File: src/spam_pkg.sv
// Package for the sparse polynomial adder/multiplier: payload structs,
// opcodes, status codes and sizing constants. No dependencies.
`timescale 1ns / 1ps
package spam_pkg;

   localparam int MaxTermsDefault  = 8;
   localparam int CoeffBitsDefault = 16;
   localparam int ExpoBitsDefault  = 8;
   localparam int AccDepth         = 64;
   localparam int AccIdxBits       = 6;
   localparam int AccCntBits       = 7;
   localparam int OutCoeffBits     = 36;
   localparam int OutExpoBits      = 9;

   typedef enum logic [2:0] {
      OP_LOAD_A = 3'd0,
      OP_LOAD_B = 3'd1,
      OP_ADD    = 3'd2,
      OP_MUL    = 3'd3,
      OP_CLEAR  = 3'd4
   } opcode_type;

   typedef enum logic [1:0] {
      ST_OK    = 2'd0,
      ST_FULL  = 2'd1,
      ST_ORDER = 2'd2
   } status_type;

   typedef struct packed {
      logic [2:0]         opcode;
      logic signed [15:0] term_coeff;
      logic [7:0]         term_expo;
   } req_word_type;

   typedef struct packed {
      logic signed [OutCoeffBits-1:0] out_coeff;
      logic [OutExpoBits-1:0]         out_expo;
      logic                           last_term;
      logic                           empty_result;
      logic [1:0]                     status;
   } rsp_word_type;

   // controller -> datapath
   typedef struct packed {
      logic load_a;      // store term into A
      logic load_b;
      logic clear_ab;
      logic merge_start; // begin a merge: add (src=AB) or one multiply row
      logic merge_mul;   // 1: merge acc with product row i, 0: merge A and B
      logic merge_step;  // advance one merge step
      logic copy_step;   // copy tmp entry back into acc
      logic acc_reset;   // acc_count <= 0
      logic emit_start;  // begin emitting from tmp
      logic emit_step;   // current emit entry taken
   } ctl_type;

   // datapath -> controller
   typedef struct packed {
      logic       merge_done;
      logic       copy_done;
      logic       emit_done;   // current entry is the final one
      logic       row_done;    // all A rows used
      logic [1:0] load_status;
   } sts_type;

endpackage

File: src/spam_control.sv
// Controller state machine: decodes commands, sequences merges, copies and
// the result stream, and owns the response register. Uses spam_pkg.
`timescale 1ns / 1ps
module spam_control
   import spam_pkg::*;
(
   input  logic         clock,
   input  logic         reset,
   input  logic         req_valid,
   output logic         req_stall,
   input  req_word_type req_word,
   output logic         rsp_valid,
   input  logic         rsp_stall,
   output rsp_word_type rsp_word,
   output ctl_type      ctl,
   input  sts_type      sts,
   input  rsp_word_type emit_word
);
   typedef enum logic [2:0] {
      S_IDLE, S_MERGE, S_COPY, S_COPY_WAIT, S_EMIT_RD, S_EMIT
   } state_type;

   state_type    state_ff, state_in;
   logic         rsp_valid_ff, rsp_valid_in;
   rsp_word_type rsp_word_ff, rsp_word_in;
   logic         mul_ff, mul_in;
   logic         acc_req;

   logic rsp_free;
   assign rsp_free  = !rsp_valid_ff || !rsp_stall;
   assign req_stall = !(state_ff == S_IDLE && rsp_free);
   assign acc_req   = req_valid && !req_stall;

   always_comb begin
      state_in     = state_ff;
      rsp_valid_in = rsp_valid_ff && rsp_stall;
      rsp_word_in  = rsp_word_ff;
      mul_in       = mul_ff;
      ctl          = '0;
      unique case (state_ff)
         S_IDLE: begin
            if (acc_req) begin
               unique case (req_word.opcode)
                  OP_LOAD_A, OP_LOAD_B: begin
                     ctl.load_a = req_word.opcode == OP_LOAD_A;
                     ctl.load_b = req_word.opcode == OP_LOAD_B;
                     rsp_valid_in = 1'b1;
                     rsp_word_in  = '0;
                     rsp_word_in.last_term = 1'b1;
                     rsp_word_in.status    = sts.load_status;
                  end
                  OP_ADD: begin
                     ctl.merge_start = 1'b1;
                     mul_in   = 1'b0;
                     state_in = S_MERGE;
                  end
                  OP_MUL: begin
                     // merge_start empties tmp, so no rows emits an empty result
                     ctl.acc_reset   = 1'b1;
                     ctl.merge_start = 1'b1;
                     ctl.merge_mul   = 1'b1;
                     mul_in   = 1'b1;
                     state_in = S_COPY_WAIT;
                  end
                  OP_CLEAR: ctl.clear_ab = 1'b1;
                  default: ;
               endcase
            end
         end
         S_MERGE: begin
            ctl.merge_step = 1'b1;
            if (sts.merge_done) state_in = mul_ff ? S_COPY : S_EMIT_RD;
         end
         S_COPY: begin
            ctl.copy_step = 1'b1;
            if (sts.copy_done) state_in = S_COPY_WAIT;
         end
         S_COPY_WAIT: begin
            // start next row or emit accumulator; tmp holds the last merge
            if (sts.row_done) begin
               state_in = S_EMIT_RD;
            end else begin
               ctl.merge_start = 1'b1;
               ctl.merge_mul   = 1'b1;
               state_in        = S_MERGE;
            end
         end
         S_EMIT_RD: begin
            ctl.emit_start = 1'b1;
            state_in = S_EMIT;
         end
         S_EMIT: begin
            if (rsp_free) begin
               rsp_valid_in = 1'b1;
               rsp_word_in  = emit_word;
               ctl.emit_step = 1'b1;
               if (emit_word.last_term) state_in = S_IDLE;
            end
         end
         default: state_in = S_IDLE;
      endcase
   end

   always_ff @(posedge clock) begin
      if (reset) begin
         state_ff     <= S_IDLE;
         rsp_valid_ff <= 1'b0;
         mul_ff       <= 1'b0;
      end else begin
         state_ff     <= state_in;
         rsp_valid_ff <= rsp_valid_in;
         mul_ff       <= mul_in;
      end
      rsp_word_ff <= rsp_word_in;
   end

   assign rsp_valid = rsp_valid_ff;
   assign rsp_word  = rsp_word_ff;

endmodule

File: config.mk
export PLATFORM = sky130hd
export DESIGN_NAME = spam_control
export DESIGN_NICKNAME = d
export VERILOG_FILES = /design/src/spam_pkg.sv /design/src/spam_control.sv
export SDC_FILE = /design/constraint.sdc
export NUM_CORES = 1
export LEC_CHECK = 0
export BUFFER_PORTS_ARGS = -buffer_cell sky130_fd_sc_hd__buf_2
export CAP_MARGIN = 5
export CORE_MARGIN = 2
export CORE_UTILIZATION = 26
export DETAILED_ROUTE_END_ITERATION = 16
export PLACE_DENSITY_LB_ADDON = 0.3
export SLEW_MARGIN = 20
export SYNTH_ARGS = -nofsm -noshare
export SYNTH_HDL_FRONTEND = slang
export SYNTH_SLANG_ARGS = --single-unit
File: constraint.sdc
create_clock -name clock -period 4.4 [get_ports clock]
set_clock_uncertainty 0.05 [all_clocks]
set_input_delay 0.88 -clock clock [delete_from_list [all_inputs] [get_ports clock]]
set_output_delay 0.88 -clock clock [all_outputs]
set_load 0.01 [all_outputs]
# After elaboration in Yosys (flattened, before gate mapping)
# Cells that the tools add are included.
[word_totals] regBits=54 latch_bits=0 ram_bits=0 rom_bits=0 in_bits=86 out_inout_bits=61 wordCells=73 memories=0
[classes] addsub=0 mul=0 div=0 order_cmp=0 eq_ne=16 shifts=0 n_mux=33 n_bitwise=0 n_reduce_logical=16
[op_table] operator="49-bit 2-to-1 mux" n=3
[op_table] operator="49-bit case mux with 2 select lines" n=1
[op_table] operator="3-bit 2-to-1 mux" n=8
[op_table] operator="3-bit case mux with 6 select lines" n=1
[op_table] operator="1-bit 2-to-1 mux" n=13
[op_table] operator="3-bit by 2-bit == test with 1-bit output, second input constant" n=4
[op_table] operator="2-bit != test, second input constant" n=5
[op_table] operator="3-bit == test, second input constant" n=3
[op_table] operator="3-bit by 1-bit == test with 1-bit output, second input constant" n=2
[op_table] operator="3-bit zero test" n=2
[op_table] operator="3-bit case mux with 2 select lines" n=1
[op_table] operator="6-bit AND reduction" n=1
[op_table] operator="5-bit 2-to-1 mux" n=1
[op_table] operator="2-bit 2-to-1 mux" n=2
[op_table] operator="1-bit case mux with 2 select lines" n=2
[op_table] operator="2-bit case mux with 2 select lines" n=1
[op_table] operator="4-bit AND reduction" n=1
[op_table] operator="2-bit nonzero test" n=2
[op_table] operator="2-bit OR reduction" n=2
[op_table] operator="1-bit logical AND" n=3
[op_table] operator="1-bit zero test" n=3
[op_table] operator="3-bit by 1-bit != test with 1-bit output, second input constant" n=1
[op_table] operator="3-bit AND reduction" n=1
[op_table] operator="2-bit by 1-bit != test with 1-bit output, second input constant" n=1
[op_table] operator="1-bit logical OR" n=1

# Longest topological paths before layout
[logic_depth] word_depth=6 mapped_depth=5 mapped_depth_nobuf=4

# Worst setup path after synthesis
# No wires, ideal clock.
[synth_path] path_type="input -> register" start="input port req_word[25] (netlist name)" end="register rsp_word_ff, in the netlist rsp_word[0] (enable)" setup_ns=0.472 arrival_time_ns=3.748 t_required_ns=3.878 slack_ns=0.130 path_stages=4 n_path_buf=0 cell_sequence="nor4_1 nand2_1 a21o_1 a21oi_1"
[synth_via] elab_chain_cells=4 word_cells_on_any_way=5 cone_classes="eq/ne (2); reduce/logical (3)"
[synth_rtl] element="start, declared" line="spam_control.sv:11" source="input req_word_type req_word,"
[synth_rtl] element="3-bit by 1-bit == test with 1-bit output or 3-bit zero test (tied branches)" line="spam_control.sv:43" source="unique case (req_word.opcode)"
[synth_rtl] element="2-bit OR reduction *" line="spam_control.sv:43"
[synth_rtl] element="2-bit by 1-bit != test with 1-bit output (no source line) *"
[synth_rtl] element="4-bit AND reduction (no source line) *"
[synth_rtl] element="end signal, assigned" line="spam_control.sv:114" source="rsp_word_ff <= rsp_word_in;"
[synth_rtl] element="end, declared" line="spam_control.sv:25" source="rsp_word_type rsp_word_ff, rsp_word_in;"
# Mark *: on every way between the ends. The rest lies on a longest branch, timed or not.
# A chain may end at the register's enable or synchronous reset.

==> results.toml <==
[drt]
dr.pass1.iters = 4
antenna_left = 0
drt-wirelength-per-cell_um = 12.8
wl_mm = 5.06
vias_per_cell = 4.39
first_iter_violations = 46
vias = 1736
route.detailed.drc = 0

[run]
drv_cap = 0

[timing]
slew_headroom_pct = 57.4
clock.fmax_ghz = 0.345
fin_hold_ws_ps = 487
slew_viol_final = 0
finalHoldViolCount = 0
tightest_slew_ps = 639
rsz0062_at_grt = "false"
fin_setup_tns_ps = 0
setup_slack_ps = 1500
finalCriticalPeriod_ps = 2900
setup_viol_count_final = 0
fin_crit_sh_pct = 65.9

[cts]
cts_root_buf = "clkbuf_8"
postCtsHoldBufs = 0
h-tree-depth = 2
clk_latency_ps = 310
cts_buffers = 5
clock-sinks = 54
cts_buffer_depth = 2
cts_resized = 0
postCtsSetupBuffers = 0
clkTransAtPathRegs_ps = 90
cts_tree = "yes"

[floorplan]
chipHeight_um = 98.1
initial_utilization_pct = 26.6
io-pin-count = 147
dieArea_sq_um = 9620
die_w_um = 98.1
fp.coreArea_sq_um = 8640
rows = 34

[worst_hold_path]
min_to = "mul_ff"
whs_path_depth = 2
hold_path.class = "flip-flop to flip-flop"
min_from = "mul_ff"

[final_layout]
design_area_sq_um = 3090
area_growth_pct = 34.4
drive_gt1_share_pct = 49.5
layout_common_cells = "buf_2 (121), edfxtp_1 (49), and2_1 (47)"
nets = 372
layout.cells.most_common = "buf_2"
n_antenna_cell = 0

[grt]
overflow = 0
grt_pass1_wl_mm = 7.79
grt_max_degree = 50
grt_usage_pct = 10.1
grt_pass1_vias = 1614
antenna_found_initial = 0

[place]
placed_cell_area_sq_um = 3010
place_congestion = 0.786
post-place-ws_ps = 1540
hpwlAfterDp_mm = 3.46
port_buffers = 121

[yosys]
synthMuxAreaShare_pct = 1.41
yosysSeqAreaShare_pct = 68.3
yosys_warnings = 0
synth_top_area_share_pct = 63.9
synth.avg_cell_area_sq_um = 14.0
synth_top_family_by_area = "simple AND/OR/NAND/NOR gates"
syn_nets = 250
synth.area.top_cells = "edfxtp_1 (64%), and2_1 (13%), dfxtp_1 (4.4%)"
synth_cell_type_count = 35
post_synth_and_or_nand_nor_area_fraction_pct = 21.3
synth_area_sq_um = 2300
synth_compound_area_share_pct = 5.98
netlist_instances = 164
yosys.area.top_type = "edfxtp_1"
synth.ff_latch_count = 54
synthAdderAreaFrac_pct = 0
synthXorXnorAreaFrac_pct = 0

[worst_setup_path]
arrival_ps = 1970
r2r_end = "rsp_word[44]"
worstSetupPathType = "flip-flop to output port"
worstReg2RegStart = "state_ff[0]"
start_kind = "flip-flop"
rrSetupSlack_ps = 2200
cp.required_ps = 3470
cp_max_fo = 49
reg2reg_depth = 5
critPathCaptureType = "output port"

[power]
leakagePower_nw = 1.29
ir_drop_mv = 0.126
power_w = 0.00106
power_density_nw_per_um2 = 342

[run_status]
status = "finished, final reports clean"
-- layout make-up --
class	count	area [sq um]
fillers	889	5540
flip-flops and latches	54	1570
multi-input cells	100	672
repair buffers	123	621
well taps	108	135
clock buffers	5	68.8
clock inverters	3	16.3
inverters	2	7.51
-- worst max-delay path by stage --
stage / start / endpoint / slack [ps]
3_3_place_gp: rsp_stall / ctl[7] / 1580
3_5_place_dp: rsp_stall / ctl[7] / 1540
6_report: state_ff[2] / ctl[0] / 1500
4_1_cts: state_ff[0] / ctl[0] / 1460
5_1_grt: state_ff[0] / ctl[0] / 1320
2_1_floorplan: req_word[25] / rsp_word[0] / 130
-- logic make-up after synthesis --
| kind of cell | count (synthesis) |
|---|---|
| AO/OA/AOI/OAI | 18 |
| multiplexers | 3 |
| buffers and inverters | 10 |
| flip-flops | 54 |
| AND/OR/NAND/NOR | 79 |
-- metrics by stage --
stage / std cells / utilization (%)
after global routing: 395 / 35.8
after detailed placement: 387 / 34.8
after global placement: 387 / 34.8
final: 395 / 35.8
after CTS: 395 / 35.8
after floorplan: 164 / -
-- Yosys cell counts (all sizes together) --
cell / instances
inv: 2
edfxtp: 49
or3: 1
nor3b: 2
nor2: 7
mux2: 2
o21ai: 3
a2bb2oi: 1
nor4b: 2
and2: 47
a211oi: 1
mux2i: 1
a21oi: 5
a41oi: 2
nand4: 1
o21bai: 1
o221a: 1
nor3: 4
buf: 5
nand2: 7
nand2b: 1
dfxtp: 5
nor4: 2
a21o: 2
a311o: 1
a221oi: 1
clkbuf: 3
nand3: 4
and2b: 1
-- flip-flops by register name, indices dropped and copies added, names as in the netlist --
signal and cells:
rsp_word 49, state_ff 3, mul_ff 1, rsp_valid 1
-- layer usage --
layer  track usage (%)  up-vias  part of all wire (%)
met5                 0        -                     0
met4              2.88        0                  0.81
met3              3.08        5                   8.2
met2              17.2       77                    49
met1              12.3      820                    42
li1                  -      834                     -
-- power by group --
group	internal (W)	switching, W
Combinational	0.0000740	0.0000945
Sequential	0.000596	0.0000237
Clock	0.000109	0.000161
-- worst max-delay path: stages (launching register included) --
cell and delay, ps:
dfxtp_1 640, nand2b_1 230, nor2_4 110, buf_4 380, and2_1 180, buf_2 120
No activity file was read; power rests on OpenSTA's default activity.
